--- config.mk ---
export PLATFORM = sky130hd
export DESIGN_NAME = frs_ctrl_flat
export DESIGN_NICKNAME = d
export VERILOG_FILES = /design/src/rtl/core/frs_pkg.sv /design/src/rtl/core/frs_req_if.sv /design/src/rtl/core/frs_rsp_if.sv /design/src/rtl/core/frs_ctrl.sv /design/src/flat_wrapper.sv
export VERILOG_INCLUDE_DIRS = /design/src /design/src/rtl/core
export SDC_FILE = /design/constraint.sdc
export NUM_CORES = 1
export LEC_CHECK = 0
export ABC_AREA = 1
export BUFFER_PORTS_ARGS = -buffer_cell sky130_fd_sc_hd__buf_4
export CAP_MARGIN = 20
export CORE_UTILIZATION = 40
export DETAILED_ROUTE_END_ITERATION = 7
export GPL_TIMING_DRIVEN = 0
export PLACE_DENSITY_LB_ADDON = 0.08
export SYNTH_ARGS = -nofsm -noshare
export SYNTH_HDL_FRONTEND = slang
export SYNTH_SLANG_ARGS = --single-unit
--- constraint.sdc ---
create_clock -name clk -period 2.44 [get_ports clk]
set_input_delay 0 -clock clk [delete_from_list [all_inputs] [get_ports clk]]
set_output_delay 0 -clock clk [all_outputs]
set_load 0.005 [all_outputs]
--- src/rtl/core/assert_macros.svh ---
// assertion helpers for the rtl
`ifndef ASSERT_MACROS_SVH
`define ASSERT_MACROS_SVH

// property must hold at every rising clock edge outside reset
`define FRS_ASSERT(label, clk, rst_n, prop) \
	label: assert property (@(posedge clk) disable iff (!rst_n) (prop)) \
		else $error("assertion failed");

// condition must never be seen outside reset
`define FRS_NEVER(label, clk, rst_n, cond) \
	label: assert property (@(posedge clk) disable iff (!rst_n) !(cond)) \
		else $error("forbidden condition seen");

`endif

--- src/rtl/core/frs_pkg.sv ---
package frs_pkg;

	// region geometry
	localparam logic [31:0] REGION_START = 32'd134234112;
	localparam int unsigned REGION_BYTES = 32768;
	localparam int unsigned PAGE_BYTES = 2048;

	// halfword store geometry
	localparam int unsigned STORE_DEPTH = (REGION_BYTES + 1) / 2;
	localparam int unsigned IDX_W = $clog2(STORE_DEPTH);
	localparam int unsigned PAGE_HW = PAGE_BYTES / 2;
	localparam logic [31:0] PAGE_MASK = 32'(PAGE_BYTES - 1);

	// largest start offset that still fits the access
	localparam logic [31:0] LIM_PAGE = 32'(REGION_BYTES - PAGE_BYTES);
	localparam logic [31:0] LIM_HALF = 32'(REGION_BYTES - 2);

	localparam logic [15:0] ERASED_HW = 16'hFFFF;

	// request kinds
	localparam logic [1:0] KIND_ERASE = 2'd0;
	localparam logic [1:0] KIND_WRITE = 2'd1;
	localparam logic [1:0] KIND_READ = 2'd2;
	localparam logic [1:0] KIND_SPARE = 2'd3;

	// response status codes
	localparam logic [1:0] STAT_OK = 2'd0;
	localparam logic [1:0] STAT_ALIGN = 2'd1;
	localparam logic [1:0] STAT_RANGE = 2'd2;

	// memory port request
	typedef struct packed {
		logic en;
		logic we;
		logic [IDX_W-1:0] addr;
		logic [15:0] wdata;
	} frs_mem_req_t;

endpackage

--- src/rtl/core/frs_req_if.sv ---
interface frs_req_if;
	logic valid;
	logic ready;
	logic [1:0] kind;
	logic [31:0] address;
	logic [15:0] write_value;

	modport source (output valid, kind, address, write_value, input ready);
	modport sink (input valid, kind, address, write_value, output ready);
endinterface

--- src/rtl/core/frs_rsp_if.sv ---
interface frs_rsp_if;
	logic valid;
	logic ready;
	logic [1:0] status;
	logic [15:0] read_value;

	modport source (output valid, status, read_value, input ready);
	modport sink (input valid, status, read_value, output ready);
endinterface

--- src/rtl/core/frs_ctrl.sv ---
`include "assert_macros.svh"

module frs_ctrl (
	input logic clk,
	input logic arst_n,
	frs_req_if.sink req,
	frs_rsp_if.source rsp,
	output frs_pkg::frs_mem_req_t mem,
	input logic [15:0] mem_rdata
);
	import frs_pkg::*;

	typedef enum logic [2:0] {
		S_CLEAR,
		S_IDLE,
		S_EXEC,
		S_READ,
		S_ERASE
	} state_t;

	state_t state_q;
	logic [1:0] kind_q;
	logic [31:0] addr_q;
	logic [15:0] val_q;
	logic [IDX_W-1:0] sweep_q;
	logic [IDX_W-1:0] last_q;
	logic out_valid_q;
	logic [1:0] out_status_q;
	logic [15:0] out_rd_q;

	logic load_ok;
	logic rsp_load;
	logic [32:0] off;
	logic in_rng;
	logic misaligned;
	logic [1:0] status;
	logic [IDX_W-1:0] idx;
	logic at_last;

	// output register can take a result this cycle
	assign load_ok = !out_valid_q || rsp.ready;
	assign at_last = (sweep_q == last_q);

	// alignment and non-wrapping range check of the held request
	always_comb begin
		off = {1'b0, addr_q} - {1'b0, REGION_START};
		idx = off[IDX_W:1];
		if (kind_q == KIND_ERASE) begin
			misaligned = (addr_q & PAGE_MASK) != 32'd0;
			in_rng = !off[32] && (off[31:0] <= LIM_PAGE);
		end else begin
			misaligned = addr_q[0];
			in_rng = !off[32] && (off[31:0] <= LIM_HALF);
		end
		if (kind_q == KIND_SPARE) begin
			status = STAT_OK;
		end else if (misaligned) begin
			status = STAT_ALIGN;
		end else if (!in_rng) begin
			status = STAT_RANGE;
		end else begin
			status = STAT_OK;
		end
	end

	// a result enters the output register this cycle
	always_comb begin
		rsp_load = 1'b0;
		case (state_q)
			S_EXEC: begin
				rsp_load = load_ok && !(status == STAT_OK &&
					(kind_q == KIND_READ || kind_q == KIND_ERASE));
			end
			S_READ: begin
				rsp_load = load_ok;
			end
			S_ERASE: begin
				rsp_load = at_last && load_ok;
			end
			default: begin
				rsp_load = 1'b0;
			end
		endcase
	end

	// memory port
	always_comb begin
		mem.en = 1'b0;
		mem.we = 1'b0;
		mem.addr = sweep_q;
		mem.wdata = ERASED_HW;
		case (state_q)
			S_CLEAR: begin
				mem.en = 1'b1;
				mem.we = 1'b1;
			end
			S_EXEC: begin
				if (load_ok && status == STAT_OK) begin
					if (kind_q == KIND_WRITE) begin
						mem.en = 1'b1;
						mem.we = 1'b1;
						mem.addr = idx;
						mem.wdata = val_q;
					end else if (kind_q == KIND_READ) begin
						mem.en = 1'b1;
						mem.addr = idx;
					end
				end
			end
			S_ERASE: begin
				if (!at_last || load_ok) begin
					mem.en = 1'b1;
					mem.we = 1'b1;
				end
			end
			default: begin
			end
		endcase
	end

	// sequencer and output register
	always_ff @(posedge clk or negedge arst_n) begin
		if (!arst_n) begin
			state_q <= S_CLEAR;
			sweep_q <= '0;
			last_q <= '0;
			out_valid_q <= 1'b0;
			out_status_q <= STAT_OK;
			out_rd_q <= '0;
			kind_q <= KIND_ERASE;
			addr_q <= '0;
			val_q <= '0;
		end else begin
			if (rsp_load) begin
				out_valid_q <= 1'b1;
			end else if (rsp.ready) begin
				out_valid_q <= 1'b0;
			end
			case (state_q)
				S_CLEAR: begin
					sweep_q <= sweep_q + 1'b1;
					if (sweep_q == IDX_W'(STORE_DEPTH - 1)) begin
						state_q <= S_IDLE;
					end
				end
				S_IDLE: begin
					if (req.valid) begin
						kind_q <= req.kind;
						addr_q <= req.address;
						val_q <= req.write_value;
						state_q <= S_EXEC;
					end
				end
				S_EXEC: begin
					if (load_ok) begin
						if (status == STAT_OK && kind_q == KIND_READ) begin
							state_q <= S_READ;
						end else if (status == STAT_OK && kind_q == KIND_ERASE) begin
							sweep_q <= idx;
							last_q <= idx + IDX_W'(PAGE_HW - 1);
							state_q <= S_ERASE;
						end else begin
							out_status_q <= status;
							out_rd_q <= '0;
							state_q <= S_IDLE;
						end
					end
				end
				S_READ: begin
					if (load_ok) begin
						out_status_q <= STAT_OK;
						out_rd_q <= mem_rdata;
						state_q <= S_IDLE;
					end
				end
				S_ERASE: begin
					if (!at_last) begin
						sweep_q <= sweep_q + 1'b1;
					end else if (load_ok) begin
						out_status_q <= STAT_OK;
						out_rd_q <= '0;
						state_q <= S_IDLE;
					end
				end
				default: begin
					state_q <= S_IDLE;
				end
			endcase
		end
	end

	assign req.ready = (state_q == S_IDLE);
	assign rsp.valid = out_valid_q;
	assign rsp.status = out_status_q;
	assign rsp.read_value = out_rd_q;

	// an accepted request is checked in the following cycle
	`FRS_ASSERT(a_accept_exec, clk, arst_n, (req.valid && req.ready) |=> (state_q == S_EXEC))
	// no store write while waiting on read data
	`FRS_NEVER(a_no_write_in_read, clk, arst_n, (state_q == S_READ) && mem.en)
	// erase sweep stays inside its page
	`FRS_ASSERT(a_erase_bound, clk, arst_n, (state_q == S_ERASE) |-> ((last_q - sweep_q) <= IDX_W'(PAGE_HW - 1)))
	// a new response only comes out of an active operation
	`FRS_ASSERT(a_rsp_source, clk, arst_n, $rose(out_valid_q) |-> ($past(state_q) == S_EXEC || $past(state_q) == S_READ || $past(state_q) == S_ERASE))

endmodule

--- src/flat_wrapper.sv ---
// flat-port wrapper written by rule: the top's interface ports become plain ports
module frs_ctrl_flat import frs_pkg::*;
  (clk, arst_n, mem, mem_rdata, req_valid, req_kind, req_address, req_write_value, req_ready, rsp_valid, rsp_status, rsp_read_value, rsp_ready);
  frs_req_if req_i ();
  frs_rsp_if rsp_i ();
  input logic clk;
  input logic arst_n;
  output frs_pkg::frs_mem_req_t mem;
  input logic [15:0] mem_rdata;
  input wire logic [$bits(req_i.valid)-1:0] req_valid;
  input wire logic [$bits(req_i.kind)-1:0] req_kind;
  input wire logic [$bits(req_i.address)-1:0] req_address;
  input wire logic [$bits(req_i.write_value)-1:0] req_write_value;
  output wire logic [$bits(req_i.ready)-1:0] req_ready;
  output wire logic [$bits(rsp_i.valid)-1:0] rsp_valid;
  output wire logic [$bits(rsp_i.status)-1:0] rsp_status;
  output wire logic [$bits(rsp_i.read_value)-1:0] rsp_read_value;
  input wire logic [$bits(rsp_i.ready)-1:0] rsp_ready;
  assign req_i.valid = req_valid;
  assign req_i.kind = req_kind;
  assign req_i.address = req_address;
  assign req_i.write_value = req_write_value;
  assign req_ready = req_i.ready;
  assign rsp_valid = rsp_i.valid;
  assign rsp_status = rsp_i.status;
  assign rsp_read_value = rsp_i.read_value;
  assign rsp_i.ready = rsp_ready;
  frs_ctrl u_core (.clk(clk), .arst_n(arst_n), .req(req_i), .rsp(rsp_i), .mem(mem), .mem_rdata(mem_rdata));
endmodule
==> impl_results.md <==
- CTS Root Cell: clkbuf_16
- Nets: 1132
- Static leakage: roughly 4.5 nW
- GRT Resource Usage Total: 24.2%
- Max-Cap Viols: 0
- # clock sinks: 100
- Post-DP Area: between 7000 and 8000 µm²
- First-pass GRT wire length: 28000 µm
- Vias: 5933
- Syn nets: 891
- Layout cells sized above 1: 24.4%
- Leading area contributor after synthesis: dfrtp_1
- Syn Area/Cell: 7.19 µm²
- Setup ws final: -0.159 ns
- Largest cells by area after synthesis: dfrtp_1, nand2_1, nor2_1
- CTS H-tree depth: 3
- Crit-path max FO: 5
- HP Class: in2reg
- Core Box Area: around 14000 µm²
- Setup slack at placement: -0.259 ns
- Clk_lat worst skew: approximately 0.35 ns
- DIE AREA: between 15000 and 20000 µm²
- Min cycle time layout: 2.60 ns
- CP arrival: 2.60 ns
- Flops & latches, synth: 100
- Synth top cells by count: nand2_1, nor2_1, inv_1
- CP Class: reg2out
- Critical Path RT: 2.44 ns
- Post-route DRC: 0
- Fillcell total: 1304
- Total I/O pin count: between 100 and 150
- Relative slew margins: 49.5%
- Failing checks: negative setup slack
- PwrDens: 1120 nW/µm²
- Vias in the first global route: 5669
- Yosys warning total: 0
- IO Port Bufs: 121
- Hold Vio Cnt, Final: 0
- Synth unique cells: 38
- Die height: 123 µm
- Post-synth EDFFs: 0
- Vias per cell: between 4 and 5
- Core Rows: 43
- CP Launch Type: flip-flop
- Clock Path Buffers: 2
- Status: finished, violations left
- Sequential area share after synthesis: 42.8%
- Drt first pass iters: 5
- Fmax: 0.385 GHz
- Cell with the most instances after synthesis: nand2_1
- DR WL/cell: 14.1 µm
- Num CTS Buffers: 9
- Final Skew: 0.00745 ns
- Fin cells: 1239
- Initial Utilization: 41.6%
- Syn Std Cell Area: 5840 µm²
- Dpl cells: 1115
- Routability cong.: 0.842
- RSZ-0062 raised after global routing: yes
- Top cell type's share of synthesized area: 42.8%
- Synth Instances: 813
- Ys flop type: dfrtp_1
- Hpwl dp: 11800 µm
- Total power draw: 9.69 mW
- Initial antenna violation count: 0
- Asr flop ratio synth: 100%
- Synthesis-to-layout area growth: 48.0%
- Final hold slack: 0.0960 ns
- Pin count of the biggest net entering global routing: 55
- Final instance area: 8650 µm²
- Die X: 123 µm
- CTS tree: yes
- Iter 0 DRT Violations: 250
- CP endpoint kind: output pin
- Final ANT Viol Nets: 0
- Worst Max-Slew Pin Slew: 0.757 ns
- Max-slew violations: 0
- Fin crit share: 107%
- Worst VDD drop: 0.000614 V
- Total gr overflow: 0
- ANT cells: 0
- Post-Route WL: ~18000 µm
- Worst-path clk slew: 0.07 ns
- Setup violations, final: approximately 60
-- worst paths after layout --
path / start / endpoint / slack [ns] / cells after the start
worst max-delay path: u_core.addr_q[15]$_DFFE_PN0P_ / mem[15] / -0.16 / 17
worst min-delay path: rsp_ready / u_core.rsp.valid$_DFFE_PN0P_ / 0.1 / 4
worst max register to register: u_core.addr_q[15]$_DFFE_PN0P_ / u_core.last_q[9]$_DFFE_PN0P_ / -0.12 / 20
worst min register to register: u_core.rsp.read_value[13]$_DFFE_PN0P_ / u_core.rsp.read_value[13]$_DFFE_PN0P_ / 0.51 / 2
max in group asynchronous: arst_n / u_core.kind_q[1]$_DFFE_PN0P_ / 1.50 / 3
min in group asynchronous: arst_n / u_core.sweep_q[7]$_DFFE_PN0P_ / 0.25 / 2
-- metal layers --
| metal | track usage, % | vias to the layer above | part of all wire (%) |
|---|---|---|---|
| met3 | 4.69 | 10 | 3.9 |
| li1 | - | 3032 | - |
| met4 | 5.03 | 0 | 0.81 |
| met5 | 0 | - | 0 |
| met2 | 40.0 | 114 | 49 |
| met1 | 32.6 | 2777 | 46 |
-- where the power goes --
group / internal [mW] / switching [mW] / leakage [nW] / total, mW
registers: 2.43 / 0.605 / 1.17 / 3.04
logic: 2.35 / 2.95 / 3.18 / 5.30
clock network: 0.717 / 0.635 / 0.129 / 1.35
-- through the flow --
stage	setup TNS [ns]	utilization, %
after floorplan	0	-
after global placement	-8.98	49.7
after detailed placement	-9.84	49.9
after CTS	-7.24	60.3
after global routing	-21.21	61.6
final	-6.60	61.6
-- repair_timing --
action,CTS,global route
buffers inserted,28,7
cloned,6,0
setup endpoints to repair,79,82
hold buffers,67,0
pin swaps,8,8
resized for setup,69,35
hold endpoints to repair,119,0
-- sequential cells by signal, indices dropped and copies added (netlist names) --
| name | count |
|---|---|
| u_core.addr_q | 32 |
| u_core.sweep_q | 14 |
| u_core.kind_q | 2 |
| u_core.val_q | 16 |
| u_core.rsp.valid | 1 |
| u_core.rsp.read_value | 16 |
| u_core.last_q | 14 |
| u_core.rsp.status | 2 |
| u_core.state_q | 3 |
-- critical path, stage by stage, from the launching register on --
cell	delay, ns
dfrtp_1	0.41
inv_2	0.10
ha_4	0.17
nand2_4	0.07
nor2_4	0.11
nand2_1	0.06
nand2_1	0.08
nand2_1	0.05
nand2_1	0.06
nand2_1	0.06
nor2_2	0.09
nand3_2	0.12
o21bai_4	0.15
nand2_2	0.08
nor3_4	0.25
buf_6	0.20
nand2_2	0.06
buf_6	0.11
-- area by class of cell --
class                      instances  area (µm²)  share of cell area [%]
buffer                            29         196                    2.27
clock buffer                      12         246                    2.85
clock inverter                     4        25.0                   0.289
inverter                         112         428                    4.95
multi-input combinational        572        2980                    34.4
sequential                       100        2510                    29.0
tap                              180         225                    2.60
timing repair buffer             230        2040                    23.6
-- logic make-up after synthesis --
family / count (synthesis) / share of synthesized area, %
fa+ha+maj: 8 / 1.71
mux: 4 / 0.771
simple gates: 422 / 30.9
xor+xnor: 26 / 3.90
compound gates: 112 / 10.1
buf+inv: 141 / 9.81
flops: 100 / 42.8
-- cell usage in the layout (no fill, tap or decap), drive strengths merged --
cell type	count
nand4	11
bufbuf	1
mux2	4
o22ai	2
dfrtp	100
or2	1
clkbuf	30
a21oi	53
ha	8
clkinvlp	2
nand2	220
inv	110
xor2	22
nor4	1
nor3	9
o31ai	2
dlygate4sd3	67
o21ai	52
nor2	119
o21bai	1
a22oi	1
nand3	60
xnor2	4
clkinv	4
nand3b	1
a31oi	1
buf	173
Note: power is estimated with default switching activity, not from simulation.
